File: src/rtl/etcdf_pkg.sv
`timescale 1ns / 1ps
// ----------------------------------------------------------------------------
// Emissive triangle CDF builder package
// Shared types, operation codes and register constants of the light table.
// ----------------------------------------------------------------------------
package etcdf_pkg;

    // Input item kinds as they arrive on the request channel.
    localparam logic [1:0] KIND_CLEAR    = 2'd0;
    localparam logic [1:0] KIND_TRIANGLE = 2'd1;
    localparam logic [1:0] KIND_READ     = 2'd2;
    localparam logic [1:0] KIND_UNUSED   = 2'd3;

    // Configuration register indexes.
    localparam logic [1:0] REG_WEIGHT_RED   = 2'd0;
    localparam logic [1:0] REG_WEIGHT_GREEN = 2'd1;
    localparam logic [1:0] REG_WEIGHT_BLUE  = 2'd2;
    localparam logic [1:0] REG_MIN_AREA     = 2'd3;

    // Configuration reset values.
    localparam logic [15:0] WEIGHT_RED_RESET   = 16'd13933;
    localparam logic [15:0] WEIGHT_GREEN_RESET = 16'd46871;
    localparam logic [15:0] WEIGHT_BLUE_RESET  = 16'd4732;
    localparam logic [47:0] MIN_AREA_RESET     = 48'd0;

    // Classified operation handed from the front end to the back end.
    typedef enum logic [1:0] {
        OP_CLEAR    = 2'd0,
        OP_TRIANGLE = 2'd1,
        OP_READ     = 2'd2,
        OP_NONE     = 2'd3
    } op_t;

    typedef logic signed [24:0] edge_t;

    typedef struct packed {
        op_t         op;
        edge_t       e1x;
        edge_t       e1y;
        edge_t       e1z;
        edge_t       e2x;
        edge_t       e2y;
        edge_t       e2z;
        logic [47:0] emission;
        logic        emissive;
        logic [9:0]  slot;
    } item_t;

    typedef struct packed {
        logic [15:0] weight_red;
        logic [15:0] weight_green;
        logic [15:0] weight_blue;
        logic [47:0] min_area;
    } cfg_t;

    typedef struct packed {
        logic               accepted;
        logic               table_full;
        logic [9:0]         light_slot;
        logic [31:0]        triangle_number;
        logic signed [15:0] normal_x;
        logic signed [15:0] normal_y;
        logic signed [15:0] normal_z;
        logic [47:0]        area;
        logic [32:0]        cumulative_fraction;
        logic [10:0]        light_count;
    } result_t;

endpackage

File: src/rtl/etcdf_queue.sv
`timescale 1ns / 1ps
// ----------------------------------------------------------------------------
// Emissive triangle CDF builder request queue
// Two-entry queue that decouples the front end from the back end.
// ----------------------------------------------------------------------------
module etcdf_queue (
    input  logic             clk,
    input  logic             rst_n,
    input  logic             push,
    input  etcdf_pkg::item_t push_item,
    output logic             full,
    input  logic             pop,
    output logic             head_valid,
    output etcdf_pkg::item_t head_item
);

    etcdf_pkg::item_t entry_reg [2];
    logic             wr_ptr_reg;
    logic             rd_ptr_reg;
    logic [1:0]       count_reg;

    assign full       = (count_reg == 2'd2);
    assign head_valid = (count_reg != 2'd0);
    assign head_item  = entry_reg[rd_ptr_reg];

    always_ff @(posedge clk)
    begin
        if (push)
        begin
            entry_reg[wr_ptr_reg] <= push_item;
        end
    end

    always_ff @(posedge clk or negedge rst_n)
    begin
        if (!rst_n)
        begin
            wr_ptr_reg <= 1'b0;
            rd_ptr_reg <= 1'b0;
            count_reg  <= 2'd0;
        end
        else
        begin
            if (push)
            begin
                wr_ptr_reg <= !wr_ptr_reg;
            end
            if (pop)
            begin
                rd_ptr_reg <= !rd_ptr_reg;
            end
            if (push && !pop)
            begin
                count_reg <= count_reg + 2'd1;
            end
            else if (pop && !push)
            begin
                count_reg <= count_reg - 2'd1;
            end
        end
    end

endmodule

File: config.mk
export PLATFORM = sky130hd
export DESIGN_NAME = etcdf_queue
export DESIGN_NICKNAME = d
export VERILOG_FILES = /design/src/rtl/etcdf_pkg.sv /design/src/rtl/etcdf_queue.sv
export SDC_FILE = /design/constraint.sdc
export NUM_CORES = 1
export LEC_CHECK = 0
export BUFFER_PORTS_ARGS = -buffer_cell sky130_fd_sc_hd__buf_2
export CORE_ASPECT_RATIO = 1.4
export CORE_UTILIZATION = 53
export DETAILED_ROUTE_END_ITERATION = 16
export GPL_TIMING_DRIVEN = 0
export PLACE_DENSITY_LB_ADDON = 0.1
export SLEW_MARGIN = 0
export SYNTH_ARGS = -nofsm -noshare
export SYNTH_HDL_FRONTEND = slang
export SYNTH_SLANG_ARGS = --single-unit
export TNS_END_PERCENT = 20
File: constraint.sdc
create_clock -name clk -period 13.6 [get_ports clk]
set_clock_uncertainty 0.2 [all_clocks]
set_input_delay 0.68 -clock clk [delete_from_list [all_inputs] [get_ports clk]]
set_output_delay 0.68 -clock clk [all_outputs]
set_load 0.01 [all_outputs]
# == Word level (Yosys, flattened, before mapping) ==
# Memory sizes are Yosys's and may differ from the RTL's.
# Cells that the tools add are included.
# totals
regBits,4
ramBits,422
wordCells,19
n_memories,1
# op_classes
n_addsub,2
n_eq_ne,1
n_mux,4
n_reduce_logical,8
# mem_list
name,words,word_bits,read_ports,rd_ports_with_merged_regs,write_ports,line,source
entry_reg,2,211,1,0,1,etcdf_queue.sv:17,etcdf_pkg::item_t entry_reg [2];
# op_table
op,n
logical NOT 1 bit,4
two-way mux 2 bit,2
nonzero test 2 bit,2
"adder 2 x 1 -> 2 bit, second input constant",1
"== test 2 bit, second input constant",1
logical AND 1 bit,2
two-way mux 1 bit,2
"subtractor 2 x 1 -> 2 bit, second input constant",1

# == Logic depth before layout (Yosys ltp) ==
# logic_depth
word_depth,4
mapped_depth,5
depth_no_buf,5

# == Least setup slack after synthesis ==
# OpenSTA, ideal clock, no wires.
# synth_path
path_type,input to register
from,in push
to,mem entry_reg[0][0] (netlist name) (enable)
setup_ps,811
arrival_time_ps,9773
required_ps,12589
setup_slack_ps,2815
cell_stages,1
path_cell_list,nor2b_1
# synth_between
elab_chain_len,2
# synth_lines
element,line,source
from (decl),etcdf_queue.sv:9,"input logic push,"
two-way mux 1 bit,etcdf_queue.sv:28,if (push)
two-way mux 1 bit (not written as such),etcdf_queue.sv:30,entry_reg[wr_ptr_reg] <= push_item;
to (decl),etcdf_queue.sv:17,
# No other way between the ends.

==> impl_metrics.tcl <==
set metrics [dict create \
    synth.avg_cell_area_um2 24.2 \
    layout.nets 1370 \
    tightestPinTransition_ns 0.766 \
    required_ns 12.72 \
    postCtsSetupBuffers 0 \
    core_area_um2 30000 \
    routedWlPerCell_um 20.4 \
    synth_most_common_cell "edfxtp_1" \
    instances_no_fill 1577 \
    cellLeakagePower_nw 8.21 \
    num_rows 75 \
    cts_tree "yes" \
    finalPower_w 0.00428 \
    power_density_nw_per_um2 210 \
    crit_path_end "head_item[142]" \
    path_common_cell "buf_6" \
    reg2reg_from "wr_ptr_reg" \
    yosys.area.top_type_share 0.779 \
    cp_num_buf_inv 4 \
    final_cell_area_um2 20400 \
    synth_flop_cell "edfxtp_1" \
    slowest_delay_ns 0.34 \
    report.final.slew_viol_count 0 \
    setup_viol 0 \
    clkSinkCount 426 \
    vias_per_cell 5.04 \
    wl_met2_um 17600 \
    netlist_instances 673 \
    seq_area_frac_synth 0.785 \
    ant_nets 0 \
    fp.dieH_um 209 \
    ios 428 \
    ys_types 15 \
    slew_headroom 0.488 \
    initial_core_util 0.541 \
    end_kind "output pin" \
    grt_pass1_wl_um 46900 \
    fin_crit_ns 2.77 \
    hpwl_um 23200 \
    synth-edff-count 422 \
    status "finished, final reports clean" \
    synth_commonest_cells "422 x edfxtp_1, 180 x mux2_4, 31 x mux2_2" \
    cp.depth 5 \
    cp.arrival_ns 1.89 \
    startpoint "rd_ptr_reg" \
    final_util 0.678 \
    routed_wl_um 32100 \
    grt_max_degree 66 \
    timing.final.crit_share 0.204 \
    die_area_um2 31400 \
    wl_met3_um 3020 \
    grt_usage 0.204 \
    overflow 0 \
    ir_drop_uv 137 \
    clk_pin_slew_ns 0.06 \
    finalWeightedCongestion 0.724 \
    post_cts_resize_count 0 \
    io_buffers 427 \
    grt_pass1_vias 8456 \
    die_x_um 150 \
    path_class "register to output pin" \
    drt-pass1-iter-count 4 \
    yosys_warnings 0 \
    worst_path_max_delay_cell "dfrtp_1" \
    place_area_um2 19200 \
    drc 0 \
    worstPathMaxFanout 10 \
    max-cap-violations 0 \
    top_layer_used "met5" \
    drtIter0Drc 339 \
    clockBufferDepth 3 \
    async_flop_share 0.00939 \
    synth_top_area_cell "edfxtp_1" \
    largest_reg_flops 422 \
    synth_area_leaders "edfxtp_1 78%, mux2_4 17%, mux2_2 2.1%, buf_12 1.4%, buf_6 0.69%" \
    critPathTopFamily "buffers and inverters" \
    clock_latency_ns 0.52 \
    antenna_found_initial 12 \
    start_kind "register" \
    htreeDepth 2 \
    max_freq_mhz 361 \
    critical_path.cell_chain "buf_6 > buf_6 > buf_6 > mux2_4 > buf_2" \
    syn_area_um2 16300 \
    r2r_setup_slack_ns 10.96 \
    syn_to_final_growth_pct 25.2 \
    ys_ff_latch 426 \
    num_vias 7953 \
    drive_above_1_share 0.616 \
    ctsRootBufferMaster "clkbuf_16" \
    final-hold-violation-count 0 \
    wl_met1_um 10300 \
    dp_cells 1496 \
    rsz0062_at_grt "no" \
    numCtsBuffers 40 \
    r2r_end "entry_reg[0][66]" \
    rr_worst_depth 6 \
    synth_nets 889 \
    hold_path.class "input pin to register" \
]
how the worst min path moves through the flow:
| stage | startpoint | endpoint | slack (ns) | cells past startpoint |
|---|---|---|---|---|
| 3_5_place_dp | count_reg[1] | count_reg[1] | 0.27 | 1 |
| 2_1_floorplan | rst_n | count_reg[0] | 0.18 | 0 |
| 3_3_place_gp | count_reg[1] | count_reg[1] | 0.27 | 1 |
| 4_1_cts | push_item[179] | entry_reg[0][179] | 0.11 | 1 |
| 5_1_grt | push_item[179] | entry_reg[0][179] | 0.11 | 1 |
| 6_report | push_item[206] | entry_reg[1][206] | 0.14 | 1 |
final cells by class:
type,count,area [um^2]
repair buffers,439,2410
clock buffers,49,1060
fillers,2107,9660
clock inverters,21,120
well taps,385,482
diodes,10,25.0
flip-flops and latches,426,12800
plain buffers,24,348
inverters,1,3.75
multi-input cells,222,3150
kinds of logic after synthesis:
| group | count (synthesis) | share of synthesized area |
|---|---|---|
| flip-flops | 426 | 0.785 |
| XOR/XNOR | 5 | 0.00269 |
| buffers and inverters | 25 | 0.0216 |
| adder cells (fa/ha/maj) | 1 | 0.000769 |
| multiplexers | 211 | 0.188 |
| AND/OR/NAND/NOR | 5 | 0.00177 |
per-stage QoR:
| step | setup TNS, ns | setup WS, ns | hold WS, ns |
|---|---|---|---|
| 6_report | 0 | 10.83 | 0.138 |
| 5_1_grt | 0 | 10.74 | 0.112 |
| 4_1_cts | 0 | 10.78 | 0.105 |
| 3_5_place_dp | 0 | 10.49 | 0.272 |
| 3_3_place_gp | -603.70 | -2.88 | 0.266 |
| 2_1_floorplan | 0 | 2.82 | 0.184 |
layer usage:
metal,track usage,vias to the layer above
met5,0,-
met4,0.100,4
met3,0.0709,69
met2,0.373,325
met1,0.202,3884
li1,-,3671
worst register-to-register path: stages (launching register included):
cell	delay, ns
dfrtp_1	0.42
nor2b_4	0.63
buf_16	0.25
buf_16	0.18
buf_12	0.23
buf_12	0.22
buf_16	0.20
cells in the final DEF, fill, tap and decap left out, types with 4 or more instances in the layout:
cell | synthesis | routed
dfrtp_1 | 4 | 4
clkbuf_16 | 0 | 41
buf_6 | 10 | 10
mux2_2 | 31 | 31
diode_2 | 0 | 10
clkbuf_1 | 0 | 8
mux2_4 | 180 | 180
buf_16 | 0 | 6
clkinv_1 | 0 | 10
xor2_1 | 4 | 4
buf_12 | 11 | 16
edfxtp_1 | 422 | 422
buf_2 | 3 | 430
clkinv_2 | 0 | 9
power by group:
group	internal (W)	total [W]	switching, W	leakage, nW
clock network	0.000569	0.00101	0.000445	0.580
registers	0.00174	0.00180	0.0000583	4.01
logic	0.000759	0.00147	0.000714	3.63
total	0.00307	0.00428	0.00122	8.21
repair_timing:
action                                  in CTS  in global routing
endpoints found under the setup margin       0                  0
hold buffers                                 1                  0
hold endpoints to repair                     4                  0
(Power assumes the default switching activity.)
