**src/rtl/etcdf_pkg.sv**
```systemverilog
`timescale 1ns / 1ps
// ----------------------------------------------------------------------------
// Emissive triangle CDF builder package
// Shared types, operation codes and register constants of the light table.
// ----------------------------------------------------------------------------
package etcdf_pkg;

    // Input item kinds as they arrive on the request channel.
    localparam logic [1:0] KIND_CLEAR    = 2'd0;
    localparam logic [1:0] KIND_TRIANGLE = 2'd1;
    localparam logic [1:0] KIND_READ     = 2'd2;
    localparam logic [1:0] KIND_UNUSED   = 2'd3;

    // Configuration register indexes.
    localparam logic [1:0] REG_WEIGHT_RED   = 2'd0;
    localparam logic [1:0] REG_WEIGHT_GREEN = 2'd1;
    localparam logic [1:0] REG_WEIGHT_BLUE  = 2'd2;
    localparam logic [1:0] REG_MIN_AREA     = 2'd3;

    // Configuration reset values.
    localparam logic [15:0] WEIGHT_RED_RESET   = 16'd13933;
    localparam logic [15:0] WEIGHT_GREEN_RESET = 16'd46871;
    localparam logic [15:0] WEIGHT_BLUE_RESET  = 16'd4732;
    localparam logic [47:0] MIN_AREA_RESET     = 48'd0;

    // Classified operation handed from the front end to the back end.
    typedef enum logic [1:0] {
        OP_CLEAR    = 2'd0,
        OP_TRIANGLE = 2'd1,
        OP_READ     = 2'd2,
        OP_NONE     = 2'd3
    } op_t;

    typedef logic signed [24:0] edge_t;

    typedef struct packed {
        op_t         op;
        edge_t       e1x;
        edge_t       e1y;
        edge_t       e1z;
        edge_t       e2x;
        edge_t       e2y;
        edge_t       e2z;
        logic [47:0] emission;
        logic        emissive;
        logic [9:0]  slot;
    } item_t;

    typedef struct packed {
        logic [15:0] weight_red;
        logic [15:0] weight_green;
        logic [15:0] weight_blue;
        logic [47:0] min_area;
    } cfg_t;

    typedef struct packed {
        logic               accepted;
        logic               table_full;
        logic [9:0]         light_slot;
        logic [31:0]        triangle_number;
        logic signed [15:0] normal_x;
        logic signed [15:0] normal_y;
        logic signed [15:0] normal_z;
        logic [47:0]        area;
        logic [32:0]        cumulative_fraction;
        logic [10:0]        light_count;
    } result_t;

endpackage

```
**src/rtl/etcdf_front.sv**
```systemverilog
`timescale 1ns / 1ps
// ----------------------------------------------------------------------------
// Emissive triangle CDF builder front end
// Accepts requests, decodes the kind and forms the triangle edge vectors.
// ----------------------------------------------------------------------------
module etcdf_front (
    input  logic                in_valid,
    output logic                in_ready,
    input  logic [1:0]          kind,
    input  logic signed [23:0]  vertex_a_x,
    input  logic signed [23:0]  vertex_a_y,
    input  logic signed [23:0]  vertex_a_z,
    input  logic signed [23:0]  vertex_b_x,
    input  logic signed [23:0]  vertex_b_y,
    input  logic signed [23:0]  vertex_b_z,
    input  logic signed [23:0]  vertex_c_x,
    input  logic signed [23:0]  vertex_c_y,
    input  logic signed [23:0]  vertex_c_z,
    input  logic [47:0]         emission_rgb,
    input  logic [9:0]          read_slot,
    input  logic                queue_full,
    output logic                push,
    output etcdf_pkg::item_t    entry
);

    assign in_ready = !queue_full;
    assign push     = in_valid && !queue_full;

    always_comb
    begin
        entry          = '0;
        entry.e1x      = 25'(vertex_b_x) - 25'(vertex_a_x);
        entry.e1y      = 25'(vertex_b_y) - 25'(vertex_a_y);
        entry.e1z      = 25'(vertex_b_z) - 25'(vertex_a_z);
        entry.e2x      = 25'(vertex_c_x) - 25'(vertex_a_x);
        entry.e2y      = 25'(vertex_c_y) - 25'(vertex_a_y);
        entry.e2z      = 25'(vertex_c_z) - 25'(vertex_a_z);
        entry.emission = emission_rgb;
        entry.emissive = (emission_rgb != 48'd0);
        entry.slot     = read_slot;
        unique case (kind)
            etcdf_pkg::KIND_CLEAR:    entry.op = etcdf_pkg::OP_CLEAR;
            etcdf_pkg::KIND_TRIANGLE: entry.op = etcdf_pkg::OP_TRIANGLE;
            etcdf_pkg::KIND_READ:     entry.op = etcdf_pkg::OP_READ;
            default:                  entry.op = etcdf_pkg::OP_NONE;
        endcase
    end

endmodule

```
**config.mk**
```make
export PLATFORM = sky130hd
export DESIGN_NAME = etcdf_front
export DESIGN_NICKNAME = d
export VERILOG_FILES = /design/src/rtl/etcdf_pkg.sv /design/src/rtl/etcdf_front.sv
export SDC_FILE = /design/constraint.sdc
export NUM_CORES = 1
export LEC_CHECK = 0
export CORE_AREA = 3 3 191 193
export DETAILED_ROUTE_END_ITERATION = 16
export DIE_AREA = 0 0 194 196
export DONT_BUFFER_PORTS = 1
export GPL_TIMING_DRIVEN = 0
export PLACE_DENSITY = 0.46
export REMOVE_ABC_BUFFERS = 1
export SLEW_MARGIN = 40
export SYNTH_ARGS = -nofsm -noshare
export SYNTH_HDL_FRONTEND = slang
export SYNTH_SLANG_ARGS = --single-unit
```
**constraint.sdc**
```tcl
create_clock -name vclk -period 5.2
set_input_delay 0.52 -clock vclk [all_inputs]
set_output_delay 0.52 -clock vclk [all_outputs]
set_load 0.02 [all_outputs]
```
# Yosys cells after proc, flatten, opt, wreduce, memory -nomap -nowiden
# Cells that the tools add are included.
classes:
  n_addsub: 6
  n_eq_ne: 2
  muxes: 1
  reduce_logical: 4
ops:
  columns: ["operator", "n"]
  rows:
  - ["24-bit by 24-bit subtractor with 25-bit output", 6]
  - ["48-bit nonzero test", 1]
  - ["2-bit one-hot mux with 3 select lines", 1]
  - ["2-bit by 1-bit equality test with 1-bit output, second input constant", 1]
  - ["2-bit equality test, second input constant", 1]
  - ["2-bit logical NOT", 1]
  - ["1-bit logical AND", 1]
  - ["1-bit logical NOT", 1]
word_totals:
  regBits: 0
  inputBits: 278
  out_inout_bits: 213

# Logic depth before layout (Yosys ltp)
# Gate-level depths: netlist (run 1).
depth:
  ltp_word: 2
  ltp_mapped: 11
  mapped_depth_nobuf: 11

# Worst setup path before layout (run 1)
# Ideal clock, no wire load.
synth_timing:
  kind: "input to output"
  start: "input port vertex_c_x[0]"
  end: "output port entry[133] in the netlist's numbering"
  arrival_ps: 2772
  t_required_ps: 4680
  path_slack_ps: 1908
  path_stages: 11
  path_buffers: 0
  path_cell_list: "inv_1 ha_1 fa_1 and2b_1 o211ai_1 a2111oi_2 o2111ai_1 a21oi_2 nor2_1 o221ai_1 o311ai_0"
synth_rtl:
  columns: ["element", "line", "rtl"]
  rows:
  - ["start, declared", "etcdf_front.sv:16", "input logic signed [23:0] vertex_c_x,"]
  - ["end, declared", "etcdf_front.sv:23", "output etcdf_pkg::item_t entry"]

==> summary.txt, run 1 <==
Layout area overhead: 0.747%
Post-synthesis mux area share: 0.747%
Initial antenna violation count: 7
WP data required: 4680 ps
GRT Total Usage: 14.9%
Cells taking the most area after synthesis: ha_1 22%, xnor2_1 7.7%, a21oi_1 7.1%
Num sequential: 0
Min Clock Period, post-route: 3870 ps
Clock buf count: 0
Drt total wl: 30800 um
Count leader, synth: ha_1
IO Port Bufs: 0
# hold bufs at CTS: 0
GPL Wtd Cong: 0.887
Unrepaired setup endpoints after global routing: no
Drt initial violations: 394
Synth Area in Compound Gates: 32.2%
Clock power share: 0%
# DRC: 0
First-pass GRT wire length: 46200 um
Worst Hold Depth: 0
Finished Layout Cells: 1559
CP cell instances: inv_1 > ha_1 > fa_1 > nor2b_1 > o21ai_0 > a211oi_1 > nor2_1 > o21ai_0 > nor3b_1 > o22ai_1 > xnor2_2
Antenna viol nets, final: 0
Switch Pwr: 962 uW
Combinational fraction of design power: 100.0%
Total die area: 38000 sq um
Starting density of the core: 23.6%
Family with the most delay on the worst path: compound AO/OA/AOI/OAI gates
Hold Crit Start: emission_rgb[12]
Routed length per placed instance: 19.7 um
Min-Delay Path Class: in2out
Post-CTS setup buffers: 0
Final Core Density: 23.8%
Synthesized cell area: 8200 sq um
Max incr delay on CP: 430 ps
Yosys cell types: 82
Crit path buffers/inverters: 1
Internal power: 438 uW
Vias in the first global route: 8154
Worst vdd ir: 0.0000689 V
Reg power frac: 0%
Ys Warns: 0
Net Sw Frac: 68.7%
Pleak: 3.86 nW
Seq/Total Area, Yosys: 0%
Post-synth top cells: 144 x ha_1, 136 x inv_1, 117 x a21oi_1, 81 x nor2_1, 72 x xnor2_1
Syn avg cell area: 7.00 sq um
Placed cells: 1551
Crit path capture type: primary output
Crit path kind: in2out
Synth Area in Simple Gates: 19.1%
Share of post-route cells with drive strength above 1: 3.19%
HPWL after DPL: 27900 um
Maxcap violations: 0
Setup violators final: 0
Most frequent CP cell: o21ai_0
Worst Tran Pin Value: 980 ps
Synth Area in Adders: 23.4%
Final Cycle Share: 74.5%
Hold EP: entry[23]
Vias/cell: 5.21
CP startpoint kind: input port
Pin count of the biggest net entering global routing: 9
Die height: 196 um
Ports: 491
Die W: 194 um
Final Max Slew Viols: 0
PwrDens: 169 nW/um^2
Total grt overflow: 0
Cell count along the critical path: 11
Via count: 8125
Row count: 68
Hold Fails Final Rpt: 0
Xor/xnor share of the synthesized area: 11.4%
Cts repair resizes: 0
CP startpoint: vertex_b_x[0]
Crit path max fanout: 3
Post-Synthesis Cells: 1172
TritonRoute pass-1 iters: 4
Core area: 34700 sq um
Run status: complete, no violations
FMAX: 0.258 GHz
CP max-delay cell: a211oi_1
Largest family of logic cells by synthesized area: compound AO/OA/AOI/OAI gates
Sequential cell area: 0 sq um
Crit path DAT: 3350 ps
Yosys top cell by area: ha_1
Post-synth top area share: 22.0%
Net count, final: 1526
Setup_tns: 0 ps
Slew Limit Headroom: 34.1%
[stage by stage]
step	area, sq um	power, mW	hold WS, ps	worst slack [ps]
floorplan	7630	1.14	1040	1910
global placement	8200	1.39	1040	1040
detailed placement	8240	1.40	1040	1060
CTS	8240	1.41	1040	1020
finish	8270	1.40	1040	1330
global route	8260	1.53	1040	1020
[cell type report]
cell class                 count  area, sq um
tap                          455          569
inverter                     136          510
timing repair buffer           1         7.51
multi-input combinational    959         7160
antenna                        8         20.0
fill                        3941        26400
[placed cells by master, fill, tap and decap left out, types with 6 or more instances in the layout]
master,count
inv_1,136
ha_1,144
o21bai_1,19
and3_1,12
a21oi_1,116
a21boi_0,8
nand4_1,18
o21ai_1,7
nor2b_1,31
nor2_1,81
a211o_1,6
nand2b_1,17
diode_2,8
o21ai_0,53
xnor2_1,70
a31oi_1,10
nand2_1,62
a21o_1,50
o21a_1,24
nand3_1,23
fa_1,6
nor4_1,13
nor3_1,24
and2_1,6
xor2_1,35
a211oi_1,12
o211ai_1,7
[kinds of logic after synthesis]
family | count (synthesis)
buffers and inverters | 213
AOI/OAI and AO/OA | 385
xor gates and xnor gates | 107
adders and majority gates | 150
and+or+nand+nor | 311
muxes | 6
[power by group through the flow]
stage | Sequential (mW) | Clock, mW | Combinational (mW)
after floorplan | 0 | 0 | 1.14
after global placement | 0 | 0 | 1.39
after detailed placement | 0 | 0 | 1.40
after CTS | 0 | 0 | 1.41
after global routing | 0 | 0.000000181 | 1.53
final | 0 | 0.000000208 | 1.40
[how the worst max path moves through the flow]
stage | endpoint | slack, ps
after floorplan | entry[133] | 1910
after global placement | entry[202] | 1040
after detailed placement | entry[202] | 1060
after CTS | entry[202] | 1020
after global routing | entry[202] | 1020
final | entry[202] | 1330
[routing by layer]
| metal | GRT usage, % | vias up | wire length [um] |
|---|---|---|---|
| li1 | - | 4029 | - |
| met1 | 15.2 | 3712 | 11200 |
| met2 | 28.7 | 339 | 16100 |
| met3 | 2.89 | 45 | 1820 |
| met4 | 7.29 | 0 | 1650 |
| met5 | 0 | - | 0 |
(Power assumes the default switching activity.)
==> run 2, diff against run 1 <==
Settings changed: ABC_AREA set to 1, CORE_AREA 3 3 191 193 to 3 3 192 194, DIE_AREA 0 0 194 196 to 0 0 195 197, PLACE_DENSITY 0.46 to 0.57.
Clock period 5.2 ns to 3.9 ns, I/O delays scaled along.
==> run 2 against run 1 <==
Global-route usage is 8.9 points higher. Worst setup slack got worse by 130 ps. Largest power group unchanged. Wire length grew 58%. Sequential share of layout area is the same. Combinational power up 63%. Hold slack worse by 260 ps. Cell count rose by 83%. Sequential cell count unchanged. Largest cell class unchanged. Synthesized cell count is 110% higher.
==> summary.txt, run 2 <==
Run status: complete, no violations
Share of post-route cells with drive strength above 1: 2.81% (-0.38 points)
Unrepaired setup endpoints after global routing: no
Drt total wl: 48600 um (+58%)
Max incr delay on CP: 530 ps (+100 ps)
Net count, final: 2814 (+84%)
Post-synth top cells: 1042 x nand2_1, 617 x inv_1, 153 x nor2_1, 144 x ha_1, 119 x nand3_1
Post-synth top area share: 33.1% (+11 points)
Ys Warns: 0 (unchanged)
Initial antenna violation count: 6 (-1)
CP startpoint kind: input port
CP startpoint: vertex_c_x[0]
Placed cell area: 11900 sq um (+45%)
Sequential cell area: 0 sq um (unchanged)
Drt initial violations: 801 (+100%)
HPWL after DPL: 44700 um (+60%)
Routed length per placed instance: 17.0 um (-14%)
Yosys top cell by area: nand2_1
Maxcap violations: 0 (unchanged)
Placed cells: 2845 (+83%)
Worst vdd ir: 0.0000991 V (+44%)
Clock power share: 0% (unchanged)
Crit path max fanout: 3 (unchanged)
Core area: 35400 sq um (+2.0%)
Die height: 197 um (+0.51%)
Synthesized cell area: 11800 sq um (+44%)
Total grt overflow: 0 (unchanged)
Num sequential: 0 (unchanged)
WP data required: 3510 ps (-1170 ps)
Crit path capture type: primary output
Seq/Total Area, Yosys: 0% (unchanged)
Syn avg cell area: 4.83 sq um (-31%)
Net Sw Frac: 74.2% (+5.5 points)
Min-Delay Path Class: in2out
Post-Synthesis Cells: 2444 (+110%)
GPL Wtd Cong: 1.02 (+15%)
Worst Tran Pin Value: 890 ps (-89.5 ps)
Most frequent CP cell: nand2_1
Starting density of the core: 33.3% (+9.7 points)
TritonRoute pass-1 iters: 5 (+1)
Most frequent cells in the layout: 1042 x nand2_1, 617 x inv_1, 153 x nor2_1, 144 x ha_1, 119 x nand3_1
Slew Limit Headroom: 40.2% (+6.1 points)
Ports: 491 (unchanged)
Yosys cell types: 24 (-71%)
CP cell instances: inv_1 > ha_1 > fa_1 > inv_1 > nand2_1 > nand2_1 > nand2_1 > nor2_1 > nor2_1 > xnor2_1
Final Max Slew Viols: 0 (unchanged)
Final Cell Area: 12000 sq um (+45%)
Pin count of the biggest net entering global routing: 7 (-2)
Via count: 13600 (+68%)
Antenna viol nets, final: 0 (unchanged)
Min Clock Period, post-route: 2700 ps
Row count: 69 (+1.5%)
Count leader, synth: nand2_1
Die W: 195 um (+0.52%)
# hold bufs at CTS: 0 (unchanged)
IO Port Bufs: 0 (unchanged)
First-pass GRT wire length: 72100 um (+56%)
Switch Pwr: 1.69 mW (+76%)
Reg power frac: 0% (unchanged)
Total die area: 38400 sq um (+1.0%)
Cts repair resizes: 0 (unchanged)
Clock buf count: 0 (unchanged)
Critical Path End: entry[121]
Cells taking the most area after synthesis: nand2_1 33%, inv_1 20%, ha_1 15%
Crit path DAT: 2310 ps (-1040 ps)
Combinational fraction of design power: 100.0% (about the same)
Crit path kind: in2out
# DRC: 0 (unchanged)
Top routing layer in use: met5
Met2 routed WL: 23200 um (+44%)
Hold Fails Final Rpt: 0 (unchanged)
PwrDens: 190 nW/um^2 (+12%)
CP max-delay cell: xnor2_1
GRT Total Usage: 23.7% (+8.9 points)
Post-CTS setup buffers: 0 (unchanged)
Wl on met1: 19200 um (+72%)
Layout area overhead: 1.33%
Internal power: 586 uW (+34%)
Finished Layout Cells: 2851 (+83%)
Final Core Density: 33.8% (+10 points)
Vias in the first global route: 13000 (+60%)
Most common library cell in the layout ignoring fill and taps: nand2_1
Vias/cell: 4.78 (-8.3%)
Final Cycle Share: 69.3%
Pleak: 8.06 nW (+110%)
Setup_tns: 0 ps (unchanged)
Met3 WL post-DR: 3360 um (+85%)
FMAX: 0.370 GHz
Setup violators final: 0 (unchanged)
run 2: cell count changes after synthesis, sizes merged, moves of 34 or more:
cell / previous run / this run
a21o: 50 / 0
a21oi: 121 / 75
inv: 136 / 617
nand2: 62 / 1062
nand3: 23 / 122
nor2: 82 / 193
o21ai: 60 / 0
xnor2: 72 / 8
xor2: 35 / 69
run 2: worst min-delay path by stage:
stage / from / to / slack, ps / cells past startpoint
5_1_grt: emission_rgb[18] / entry[29] / 780 / 0
3_5_place_dp: read_slot[6] / entry[6] / 780 / 0
2_1_floorplan: read_slot[0] / entry[0] / 780 / 0
4_1_cts: read_slot[6] / entry[6] / 780 / 0
3_3_place_gp: read_slot[6] / entry[6] / 780 / 0
6_report: emission_rgb[3] / entry[14] / 780 / 0
run 2: power groups by stage:
stage	Sequential (mW)	Combinational, mW	Clock [mW]
finish	0	2.28	0.000000206
floorplan	0	1.74	0
detailed placement	0	2.25	0
global route	0	2.51	0.000000206
global placement	0	2.24	0
CTS	0	2.26	0
run 2: cell families (layout without fill, tap and decap cells):
| group | Yosys count | in the layout | share of synthesized area, % |
|---|---|---|---|
| AOI/OAI and AO/OA | 75 | 75 | 3.18 |
| buffers and inverters | 677 | 617 | 23.4 |
| other | 0 | 6 | 0 |
| adders and majority gates | 150 | 150 | 16.3 |
| xor gates and xnor gates | 77 | 77 | 5.72 |
| and+or+nand+nor | 1465 | 1465 | 51.4 |
run 2: cell type report:
| class | instances | area (sq um) |
|---|---|---|
| fillers | 4203 | 23400 |
| multi-input cells | 1767 | 9050 |
| inverters | 617 | 2320 |
| diodes | 6 | 15.0 |
| well taps | 461 | 577 |
run 2: critical path: cells and delay by family:
kind	cells	cell delay, ps
xor gates and xnor gates	1	530
adders and majority gates	2	710
buffers and inverters	2	160
and+or+nand+nor	5	510
run 2: routing by layer:
metal	GRT usage, %	up-vias
li1	-	7057
met1	26.9	5911
met2	43.5	540
met3	3.78	113
met4	10.7	2
met5	1.85	-
run 2: per-stage QoR:
| stage | hold WS [ps] | total power [mW] | setup slack [ps] |
|---|---|---|---|
| after floorplan | 780 | 1.74 | 1670 |
| after global placement | 780 | 2.24 | 1230 |
| after detailed placement | 780 | 2.25 | 1240 |
| after CTS | 780 | 2.26 | 1230 |
| after global routing | 780 | 2.51 | 1090 |
| final | 780 | 2.28 | 1200 |
==> run 3, diff against run 2 <==
Settings changed: PLACE_DENSITY 0.57 to 0.59.
Clock period 3.9 ns to 2.45 ns, I/O delays scaled along.
==> run 3 against run 2 <==
Die area unchanged. Wire length fell by 3.1%. Critical endpoint is now entry[125]. Cell count hardly changed. Largest cell class unchanged. Global-route usage down 0.77 points. Worst setup slack got worse by 1100 ps.
==> summary.txt, run 3 (same netlist as run 2, synthesis figures left out) <==
Finished Layout Cells: 2853 (+0.070%)
CP max-delay cell: xor2_1
Hold Fails Final Rpt: 0 (unchanged)
Setup WS post-layout: 144 ps (-1050 ps)
Total grt overflow: 0 (unchanged)
Final Cycle Share: 94.1%
# fillers: 4195 (-0.19%)
Via count: 13700 (+0.22%)
Total die area: 38400 sq um (unchanged)
HPWL after DPL: 43400 um (-2.9%)
Min Clock Period, post-route: 2310 ps
CP cell instances: inv_1 > ha_1 > fa_1 > inv_1 > nand2_1 > nand2_1 > nand3_1 > nand2_1 > nand2_1 > nand2_1 > xor2_1
Die W: 195 um (unchanged)
WP data required: 2200 ps (-1310 ps)
Run status: complete, no violations
Sequential cell area: 0 sq um (unchanged)
Tot Pwr: 3.58 mW (+57%)
Slew Limit Headroom: 45.4% (+5.2 points)
PwrDens: 299 nW/um^2 (+57%)
Unrepaired setup endpoints after global routing: no
Drt total wl: 47100 um (-3.1%)
Layout area overhead: 1.37% (about the same)
Setup violators final: 0 (unchanged)
Pleak: 8.06 nW (about the same)
Crit path max fanout: 3 (unchanged)
FMAX: 0.434 GHz
GPL Wtd Cong: 1.04 (+2.2%)
GRT Total Usage: 23.0% (-0.77 points)
# DRC: 0 (unchanged)
Die height: 197 um (unchanged)
Combinational fraction of design power: 100.0% (about the same)
Routed length per placed instance: 16.5 um (-3.1%)
Crit path capture type: primary output
Antenna viol nets, final: 0 (unchanged)
Net count, final: 2814 (unchanged)
Final Max Slew Viols: 0 (unchanged)
Most frequent CP cell: nand2_1
Share of post-route cells with drive strength above 1: 2.81% (unchanged)
Drt initial violations: 894 (+12%)
Net Sw Frac: 74.0% (-0.25 points)
TritonRoute pass-1 iters: 7 (+2)
Core area: 35400 sq um (unchanged)
Starting density of the core: 33.3% (unchanged)
Clock buf count: 0 (unchanged)
Num sequential: 0 (unchanged)
IO Port Bufs: 0 (unchanged)
First-pass GRT wire length: 70400 um (-2.3%)
Worst vdd ir: 0.000154 V (+55%)
Min-Delay Path Class: in2out
Vias in the first global route: 12800 (-1.5%)
Clock power share: 0% (unchanged)
Crit path kind: in2out
Placed cell area: 11900 sq um (unchanged)
Maxcap violations: 0 (unchanged)
Worst Tran Pin Value: 814 ps (-76.7 ps)
Initial antenna violation count: 9 (+3)
Setup WS pre-CTS: 82.9 ps (-1150 ps)
Crit path DAT: 2060 ps (-250 ps)
Most frequent cells in the layout: 1042 x nand2_1, 617 x inv_1, 153 x nor2_1, 144 x ha_1, 119 x nand3_1
Reg power frac: 0% (unchanged)
Row count: 69 (unchanged)
Max incr delay on CP: 440 ps (-90 ps)
Worst Hold Depth: 0 (unchanged)
Setup_tns: 0 ps (unchanged)
Most common library cell in the layout ignoring fill and taps: nand2_1
Placed cells: 2845 (unchanged)
Pin count of the biggest net entering global routing: 7 (unchanged)
Post-CTS setup buffers: 0 (unchanged)
Final Cell Area: 12000 sq um (about the same)
Internal power: 931 uW (+59%)
CP startpoint kind: input port
Switch Pwr: 2.65 mW (+57%)
Vias/cell: 4.79 (+0.15%)
Ports: 491 (unchanged)
[run 3: cell types whose count changed in the layout (fill, tap and decap cells not counted), sizes merged]
cell / change
diode: +2
[run 3: per-layer routing]
metal,vias up,track usage [%],part of all wire [%]
li1,7067,-,-
met4,2,8.50,4.5
met3,106,4.21,7.5
met2,544,42.5,48
met1,5934,26.3,40
met5,-,0,0.036
[run 3: layout make-up]
type	instances	area, sq um	share of cell area, %
Antenna cell	8	20.0	0.167
Inverter	617	2320	19.4
Multi-Input combinational cell	1767	9050	75.6
Tap cell	461	577	4.82
[run 3: timing repair]
action / 4_1_cts / 5_1_grt
hold buffers: 0 / 0
endpoints found under the setup margin: 0 / 1
gates resized for setup: 0 / 1
endpoints found under the hold margin: 0 / 0
[run 3: through the flow]
| step | hold WS, ps | utilization (%) |
|---|---|---|
| final | 490 | 33.8 |
| after global routing | 490 | 33.8 |
| after CTS | 490 | 33.7 |
| after detailed placement | 490 | 33.7 |
| after global placement | 490 | 33.7 |
| after floorplan | 490 | - |
[run 3: path summary, 6_finish.rpt]
kind | from | to
min | emission_rgb[18] | entry[29]
max | vertex_c_x[0] | entry[125]
[run 3: worst max-delay path: cells and delay by family]
kind	cells	cell delay, ps
fa+ha+maj	2	710
xor+xnor	1	440
simple gates	6	490
buf+inv	2	170
[run 3: power by group through the flow]
stage / Sequential (mW) / Clock [mW] / Combinational, mW
3_3_place_gp: 0 / 0 / 3.53
6_report: 0 / 0.000000437 / 3.58
2_1_floorplan: 0 / 0 / 2.77
3_5_place_dp: 0 / 0 / 3.55
4_1_cts: 0 / 0 / 3.56
5_1_grt: 0 / 0.000000437 / 3.95
